## config.mk

```make
export PLATFORM = sky130hd
export DESIGN_NAME = rvcore_regfile
export DESIGN_NICKNAME = d
export VERILOG_FILES = /design/src/rvcore_pkg.sv /design/src/rvcore_ram.sv /design/src/rvcore_regfile.sv
export SDC_FILE = /design/constraint.sdc
export NUM_CORES = 1
export LEC_CHECK = 0
export BUFFER_PORTS_ARGS = -buffer_cell sky130_fd_sc_hd__buf_2
export CAP_MARGIN = 5
export CORE_MARGIN = 2
export CORE_UTILIZATION = 35
export CTS_BUF_LIST = sky130_fd_sc_hd__clkbuf_8
export DETAILED_ROUTE_END_ITERATION = 8
export GPL_ROUTABILITY_DRIVEN = 0
export GPL_TIMING_DRIVEN = 0
export PLACE_DENSITY = 0.62
export SYNTH_ARGS = -nofsm -noshare
export SYNTH_HDL_FRONTEND = slang
export SYNTH_SLANG_ARGS = --single-unit
export TNS_END_PERCENT = 100
```

## constraint.sdc

```tcl
create_clock -name clk -period 10.2 [get_ports clk]
set_clock_uncertainty 0.05 [all_clocks]
set_input_delay 1.02 -clock clk [delete_from_list [all_inputs] [get_ports clk]]
set_output_delay 1.02 -clock clk [all_outputs]
set_load 0.05 [all_outputs]
```

## src/rvcore_pkg.sv

```systemverilog
`timescale 1ns / 1ps
// ----------------------------------------------------------------------------
// rvcore_pkg: shared types and constants of the RV32E subset core
// Opcodes, function codes, memory geometry and the data memory request.
// ----------------------------------------------------------------------------
package rvcore_pkg;

  // Data memory geometry: byte addresses, four byte-wide banks
  localparam int MEM_ADDR_BITS = 16;
  localparam int ROW_BITS      = MEM_ADDR_BITS - 2;
  localparam int ROW_DEPTH     = 1 << ROW_BITS;
  localparam int BANK_COUNT    = 4;

  // Register file geometry
  localparam int XLEN      = 32;
  localparam int REG_BITS  = 4;
  localparam int REG_COUNT = 1 << REG_BITS;

  // Stream packing
  localparam int IN_DATA_BITS  = 56;
  localparam int OUT_DATA_BITS = 72;

  // Item kinds on the input stream
  localparam logic KIND_EXEC    = 1'b0;
  localparam logic KIND_PRELOAD = 1'b1;

  // Opcodes
  localparam logic [6:0] OPC_OPIMM = 7'h13;
  localparam logic [6:0] OPC_OP    = 7'h33;
  localparam logic [6:0] OPC_LUI   = 7'h37;
  localparam logic [6:0] OPC_LOAD  = 7'h03;
  localparam logic [6:0] OPC_STORE = 7'h23;
  localparam logic [6:0] OPC_JALR  = 7'h67;

  // funct3 codes
  localparam logic [2:0] F3_ADD = 3'd0;
  localparam logic [2:0] F3_LW  = 3'd2;
  localparam logic [2:0] F3_LBU = 3'd4;
  localparam logic [2:0] F3_SW  = 3'd2;
  localparam logic [2:0] F3_SB  = 3'd0;

  localparam logic [31:0]         EBREAK_WORD = 32'h0010_0073;
  localparam logic [REG_BITS-1:0] REG_A0      = 4'd10;
  localparam logic [REG_BITS-1:0] REG_ZERO    = 4'd0;

  typedef logic [MEM_ADDR_BITS-1:0] maddr_t;

  // One data memory access, issued as the item leaves the execute stage
  typedef struct packed {
    logic       rd;
    logic       wr;
    logic       word;
    maddr_t     addr;
    logic [XLEN-1:0] data;
  } dmem_req_t;

  function automatic logic [XLEN-1:0] sext12(input logic [11:0] v);
    return {{(XLEN-12){v[11]}}, v};
  endfunction

endpackage

```

## src/rvcore_ram.sv

```systemverilog
`timescale 1ns / 1ps
// ----------------------------------------------------------------------------
// rvcore_ram: generic single-port-write, single-port-read RAM
// One write and one registered read per cycle; read data holds when idle.
// ----------------------------------------------------------------------------
module rvcore_ram #(
  parameter int WIDTH = 8,
  parameter int DEPTH = 16
) (
  input  logic                     clk,
  input  logic                     we,
  input  logic [$clog2(DEPTH)-1:0] waddr,
  input  logic [WIDTH-1:0]         wdata,
  input  logic                     re,
  input  logic [$clog2(DEPTH)-1:0] raddr,
  output logic [WIDTH-1:0]         rdata
);

  logic [WIDTH-1:0] mem [DEPTH];

  // Write port
  always_ff @(posedge clk) begin
    if (we) begin
      mem[waddr] <= wdata;
    end
  end

  // Registered read port
  always_ff @(posedge clk) begin
    if (re) begin
      rdata <= mem[raddr];
    end
  end

endmodule

```

## src/rvcore_regfile.sv

```systemverilog
`timescale 1ns / 1ps
// ----------------------------------------------------------------------------
// rvcore_regfile: 16 x 32 register file with two registered read ports
// Valid bits give the all-zero reset; a write at the read edge is passed on.
// ----------------------------------------------------------------------------
module rvcore_regfile (
  input  logic                          clk,
  input  logic                          rst,
  input  logic                          rd_en,
  input  logic [rvcore_pkg::REG_BITS-1:0] rs1_idx,
  input  logic [rvcore_pkg::REG_BITS-1:0] rs2_idx,
  input  logic                          wr_en,
  input  logic [rvcore_pkg::REG_BITS-1:0] wr_idx,
  input  logic [rvcore_pkg::XLEN-1:0]     wr_data,
  output logic [rvcore_pkg::XLEN-1:0]     rs1_data,
  output logic [rvcore_pkg::XLEN-1:0]     rs2_data
);
  import rvcore_pkg::*;

  logic [REG_COUNT-1:0] valid;
  logic                 v1, v2, byp1, byp2;
  logic [XLEN-1:0]      bval1, bval2;
  logic [XLEN-1:0]      ram1_q, ram2_q;

  rvcore_ram #(.WIDTH(XLEN), .DEPTH(REG_COUNT)) u_ram1 (
    .clk   (clk),
    .we    (wr_en),
    .waddr (wr_idx),
    .wdata (wr_data),
    .re    (rd_en),
    .raddr (rs1_idx),
    .rdata (ram1_q)
  );

  rvcore_ram #(.WIDTH(XLEN), .DEPTH(REG_COUNT)) u_ram2 (
    .clk   (clk),
    .we    (wr_en),
    .waddr (wr_idx),
    .wdata (wr_data),
    .re    (rd_en),
    .raddr (rs2_idx),
    .rdata (ram2_q)
  );

  // Mark written entries; unwritten ones read as zero
  always_ff @(posedge clk) begin
    if (rst) begin
      valid <= '0;
    end else if (wr_en) begin
      valid[wr_idx] <= 1'b1;
    end
  end

  // Capture valid and same-edge write bypass alongside the RAM read
  always_ff @(posedge clk) begin
    if (rst) begin
      v1   <= 1'b0;
      v2   <= 1'b0;
      byp1 <= 1'b0;
      byp2 <= 1'b0;
    end else if (rd_en) begin
      v1   <= valid[rs1_idx];
      v2   <= valid[rs2_idx];
      byp1 <= wr_en && (wr_idx == rs1_idx);
      byp2 <= wr_en && (wr_idx == rs2_idx);
    end
  end

  always_ff @(posedge clk) begin
    if (rd_en) begin
      bval1 <= wr_data;
      bval2 <= wr_data;
    end
  end

  // Select bypass, stored value or reset zero
  assign rs1_data = byp1 ? bval1 : (v1 ? ram1_q : '0);
  assign rs2_data = byp2 ? bval2 : (v2 ? ram2_q : '0);

endmodule

```

=== Yosys cells after proc, flatten, opt, wreduce, memory -nomap -nowiden ===
Memory sizes are Yosys's and may differ from the RTL's. A register that Yosys moved wholly into a read port is not among the register bits.
Cells that the tools add are included.

* Bitwise gates (word level): 1
* $mul: 0
* Muxes and demuxes: 12
* Div/mod/pow operators: 0
* Order comparisons: 4
* Equal/unequal tests: 2
* Shift-type cells: 0
* Add/sub/neg operators: 0
* Reduce and logical (&&, ||, !) cells: 3

{| class="wikitable"
|+ Operators by type and width
! operator !! count
|-
| 32-bit 2-to-1 mux || 4
|-
| 16-bit OR || 1
|-
| 4-bit by 5-bit less-than comparator with 1-bit output, second input constant || 3
|-
| 1-bit binary-select mux with 4-bit select || 2
|-
| 4-bit equality test || 2
|-
| 1-bit 2-to-1 mux || 5
|-
| 1-bit demux with 4-bit select || 1
|-
| 4-bit by 1-bit >= comparator with 1-bit output, second input constant || 1
|-
| 1-bit logical AND || 3
|}

* Memories: 2
* Bits in writable memories: 1024
* Latch bits: 0
* Input port bits: 48
* Bits in registers: 52
* Word-level logic and storage cells: 30
* Memory bits (read-only): 0
* Output and inout port bits: 64

{| class="wikitable"
|+ Memories
! memory !! depth !! bits a word !! read ports !! clocked after memory_dff !! wr ports !! RTL line !! text
|-
| u_ram1.mem || 16 || 32 || 1 || 1 || 1 || rvcore_ram.sv:19 || <nowiki>logic [WIDTH-1:0] mem [DEPTH];</nowiki>
|-
| u_ram2.mem || 16 || 32 || 1 || 1 || 1 || rvcore_ram.sv:19 ||
|}

=== Depth between registers and ports, before layout ===
* Word-level depth: 5
* Mapped depth: 7
* Gate-level depth less buffers: 4

=== By module ===
A second synthesis with hierarchy kept.

* Cell total of the unflattened synthesis: 1898
* Area, all modules: 42998.7 um^2

{| class="wikitable"
|+ By module, submodules not included
! module !! area each (um^2) !! instances !! seq. area each (um^2) !! cells each
|-
| rvcore_ram || 20174.3 || 2 || 16335.7 || 838
|-
| rvcore_regfile || 2650.0 || 1 || 1361.3 || 222
|}

=== Worst setup path before layout ===
Ideal clock, no wire load.

* Path type: input-to-reg
* Start: input port wr_idx[0] (netlist name)
* End: memory u_ram2.mem[0][0] (netlist name) (enable)
* Path buffers: 0
* Stages on the path: 2
* Setup time: 0.463 ns
* Path slack: 5.898 ns
* Required time: 9.687 ns
* Arrival: 3.789 ns
* Cells stage by stage: or3b_2 > nor3_1

{| class="wikitable"
|+ RTL lines
! item !! RTL line !! text
|-
| start, declared || rvcore_regfile.sv:13 || <nowiki>input logic [rvcore_pkg::REG_BITS-1:0] wr_idx,</nowiki>
|-
| end, declared || rvcore_ram.sv:19 ||
|}

No word-level cell before the write port.

=== Worst setup path after layout ===
* Start: register byp1
* End: output port rs1_data[8] (netlist name)

* Longest elaborated chain between the ends: 1

{| class="wikitable"
|+ RTL lines
! item !! RTL line !! text
|-
| start, declared || rvcore_regfile.sv:21 || <nowiki>logic v1, v2, byp1, byp2;</nowiki>
|-
| start signal, assigned || rvcore_regfile.sv:64 || <nowiki>byp1 <= wr_en && (wr_idx == rs1_idx);</nowiki>
|-
| 32-bit 2-to-1 mux || rvcore_regfile.sv:77 || <nowiki>assign rs1_data = byp1 ? bval1 : (v1 ? ram1_q : '0);</nowiki>
|-
| end, declared || rvcore_regfile.sv:15 || <nowiki>output logic [rvcore_pkg::XLEN-1:0] rs1_data,</nowiki>
|}

No other way between the ends.

==> key figures <==
Placed design
  • Cell area reported after detailed placement: 30200 um2
  • Quantity of I/O buffers inserted on ports: 101
  • Half-perimeter wire length after detailed placement: 50400 um
  • Dpl ws: about 6.4 ns

Detailed routing
  • DRC violations left: 0
  • Via count: 14800
  • ANT nets after route: 0
  • Routed Wire Length: about 79000 um
  • Average routed wire per standard cell: between 30 and 40 um
  • Post-DR vias/cell: 5.77
  • Drt first-iter violations: 1714
  • Initial DRT Pass Iterations: 5

Global route
  • Overflow after GRT: 0
  • Vias in the first global route: 15800
  • Total Routing Usage GR: 19.5%
  • Wire length of the first global-routing pass: 112000 um
  • Pin count of the biggest net entering global routing: 55
  • Antenna violations before repair: 9

Synthesis
  • Synthesized area divided by synthesized cell count: 23.0 um2
  • Share of the yosys chip area belonging to registers: 67.6%
  • Unique cell type count in the Yosys netlist: 25
  • Mapped Area: 27600 um2
  • Mux cell area share after synthesis: 26.9%
  • Post-synthesis register bit count: about 630
  • Number of instances in the synthesized netlist: 1202
  • Share of synthesized cell area in and, or, nand and nor gates: 1.12%
  • Fraction of the mapped netlist area in compound gates: 2.15%
  • Fraction of synthesized cell area in xor and xnor cells: 0.254%
  • Number of nets in the synthesized netlist: roughly 1300
  • Synthesis warning total: 0
  • Adder-cell share of the synthesized area: 0%
  • Main combinational cell family by area after synthesis: multiplexers

Floorplanning
  • Standard-cell row count: 102
  • Number of placed I/O pins: 112
  • Die footprint: 81100 um2
  • Starting Density: 35.5%
  • DIE HEIGHT: 285 um
  • Die width: 285 um
  • Core Region: 77700 um2

Hold path
  • Class of the tightest hold or removal check: reg2reg

Power
  • Total design power: 5.44 mW
  • Worst IR drop on VDD: 101 uV
  • P per Cell Area: 169 nW/um2
  • Static Leakage: 10.4 nW

Clock tree
  • Post-CTS Setup Inserts: 0
  • Buffers from clock root to sink, at most: 3
  • Quantity of hold-fixing buffers added after cts: 0
  • Sink Count: 628
  • Reg clk slew, reported paths: 0.06 ns
  • Clock latency on the worst-skew pair: about 0.73 ns
  • Clock H-tree levels: 3
  • Gates resized, CTS repair: 0
  • Clk root buf: clkbuf_8
  • Clock tree from TritonCTS: done
  • Number of buffers created by CTS: 103

Cells and area
  • Number of fill cells in the layout: 6761
  • Share of post-route cells with drive strength above 1: between 40% and 50%
  • Area added between synthesis and finish: 16.2%
  • Storage element area: 18700 um2
  • Post-route cell area: between 30000 and 40000 um2
  • Multi-input gate area: 8510 um2
  • Post-layout net count: 1491

Timing
  • Worst Tran Pin Value: 1.22 ns
  • Total negative slack: 0 ns
  • Setup repair after global routing missed its margin: no
  • Setup WS post-layout: 5.84 ns
  • Final setup violation count: 0
  • Fin crit share: 42.8%
  • Worst rel slew slack: 18.7%
  • Count of endpoints failing hold in the final timing report: 0
  • Crit path time final: 4.36 ns
  • Timing-limited maximum frequency: ~230 MHz
  • Max-slew violations: 0

Setup path
  • Longest individual stage delay on the worst path: around 0.95 ns
  • Critical-path cell list: clkbuf_1 -> nor2b_1 -> clkbuf_1 -> clkbuf_1 -> a22o_1 -> buf_2
  • Required @ worst endpoint: 9.13 ns
  • Worst path arrival time: 3.29 ns
  • Most frequent CP cell: clkbuf_1
  • Count of buffering cells on the critical path with inverters included: 4
  • Top fanout value on the critical path: 10
  • Start point of the critical path: byp1
  • Setup slack on the worst flop-to-flop path: approximately 8.5 ns
  • Endpoint of the worst-slack reg-to-reg timing path: u_ram1.rdata[14]
  • Cells on worst reg2reg path: 2
  • Crit path capture: rs1_data[8]
  • Type of the setup path with the least slack: reg2out
  • Crit path launch type: register
  • Critical-path cell with the highest stage delay: clkbuf_1
  • Number of gates on the worst path with buffers counted: 6
  • Endpoint class of the critical path: output pin
  • FF-to-FF Start: u_ram2.mem[15][14]
  • CP top delay family: buffers and inverters

Run status
  • Result of the run: finished clean

Run
  • Max Cap Viol: 0
==> per-layer routing <==
layer | up-vias | wire [um] | GRT usage, %
met3 | 149 | 7220 | 5.58
met1 | 8075 | 31200 | 25.9
met4 | 6 | 2630 | 6.80
met5 | - | 34 | 0
li1 | 5864 | - | -
met2 | 737 | 37900 | 31.0
==> layout by cell type, fill, tap and decap left out, drive strengths merged <==
| master | synthesis | routed |
|---|---|---|
| bufinv | 0 | 2 |
| nor3 | 6 | 6 |
| inv | 0 | 49 |
| nor2 | 44 | 44 |
| a21oi | 2 | 2 |
| buf | 60 | 196 |
| clkinv | 0 | 29 |
| mux4 | 328 | 328 |
| diode | 0 | 4 |
| o21ai | 2 | 2 |
| clkbuf | 36 | 144 |
| or3b | 1 | 1 |
| nand3 | 1 | 1 |
| dfxtp | 20 | 20 |
| xor2 | 6 | 6 |
| nand3b | 2 | 2 |
| edfxtp | 608 | 608 |
| mux2 | 2 | 2 |
| mux2i | 2 | 2 |
| a22o | 64 | 64 |
| nand2 | 1 | 1 |
| a31oi | 2 | 2 |
| nand4 | 2 | 2 |
| or3 | 2 | 2 |
| nor2b | 4 | 4 |
| nand2b | 5 | 5 |
| xnor2 | 2 | 2 |
==> cells by family after synthesis <==
family	after synthesis
flops	628
mux	332
buf+inv	96
compound gates	70
simple gates	68
xor+xnor	8
==> layout make-up <==
type,instances,area share (%)
clock inverters,80,1.21
repair buffers,136,3.68
plain buffers,96,1.70
clock buffers,108,4.63
multi-input cells,478,26.5
diodes,4,0.0312
well taps,1040,4.06
flip-flops and latches,628,58.2
==> through the flow <==
stage,hold WS [ns],cells,util [%]
6_report,0.450,2570,41.3
5_1_grt,0.471,2569,41.3
4_1_cts,0.449,2566,41.3
3_5_place_dp,0.433,2378,38.9
3_3_place_gp,0.413,2343,37.8
2_1_floorplan,0.402,1202,-
==> worst min-delay path, stage by stage, from the launching register on <==
cell	delay, ns
dfxtp_1	0.34
nor2_1	0.06
nor2_1	0.07
==> cell usage after synthesis <==
cell type / instances / area [um2]
nand3b_1: 2 / 15.0
or3b_2: 1 / 8.76
buf_6: 20 / 225
buf_2: 28 / 140
nor3_1: 6 / 30.0
nor2_1: 44 / 165
a22o_1: 64 / 561
dfxtp_1: 20 / 400
nand2b_1: 5 / 31.3
nand4_1: 2 / 12.5
clkbuf_1: 36 / 135
or3_1: 2 / 12.5
xnor2_1: 2 / 17.5
xor2_1: 6 / 52.6
nor2b_1: 4 / 25.0
edfxtp_1: 608 / 18300
nand3_1: 1 / 5.00
o21ai_1: 2 / 10.0
mux2i_1: 2 / 20.0
nand2_1: 1 / 3.75
a21oi_1: 2 / 10.0
mux4_2: 328 / 7390
a31oi_1: 2 / 12.5
mux2_2: 2 / 22.5
buf_1: 12 / 45.0
==> worst min path at each step <==
| stage | start | end | slack (ns) | cells past startpoint |
|---|---|---|---|---|
| 5_1_grt | valid[10] | valid[10] | 0.47 | 2 |
| 6_report | valid[10] | valid[10] | 0.45 | 2 |
| 3_5_place_dp | valid[14] | valid[14] | 0.43 | 2 |
| 4_1_cts | valid[14] | valid[14] | 0.45 | 2 |
| 2_1_floorplan | valid[10] | valid[10] | 0.40 | 2 |
| 3_3_place_gp | valid[14] | valid[14] | 0.41 | 2 |
==> sequential cells by signal (all words and copies together) (netlist names) <==
| register | flops |
|---|---|
| u_ram2.mem | 480 |
| bval2 | 32 |
| u_ram1.mem | 32 |
| u_ram1.rdata | 32 |
| u_ram2.rdata | 32 |
| valid | 16 |
| byp1 | 1 |
| byp2 | 1 |
| v1 | 1 |
| v2 | 1 |
==> where the power goes <==
| group | switching, mW | total (mW) | leakage [nW] | internal [mW] |
|---|---|---|---|---|
| clock network | 1.02 | 2.04 | 1.12 | 1.03 |
| logic | 0.246 | 0.444 | 3.55 | 0.197 |
| registers | 0.0305 | 2.95 | 5.73 | 2.92 |
Note: power is estimated with default switching activity, not from simulation.
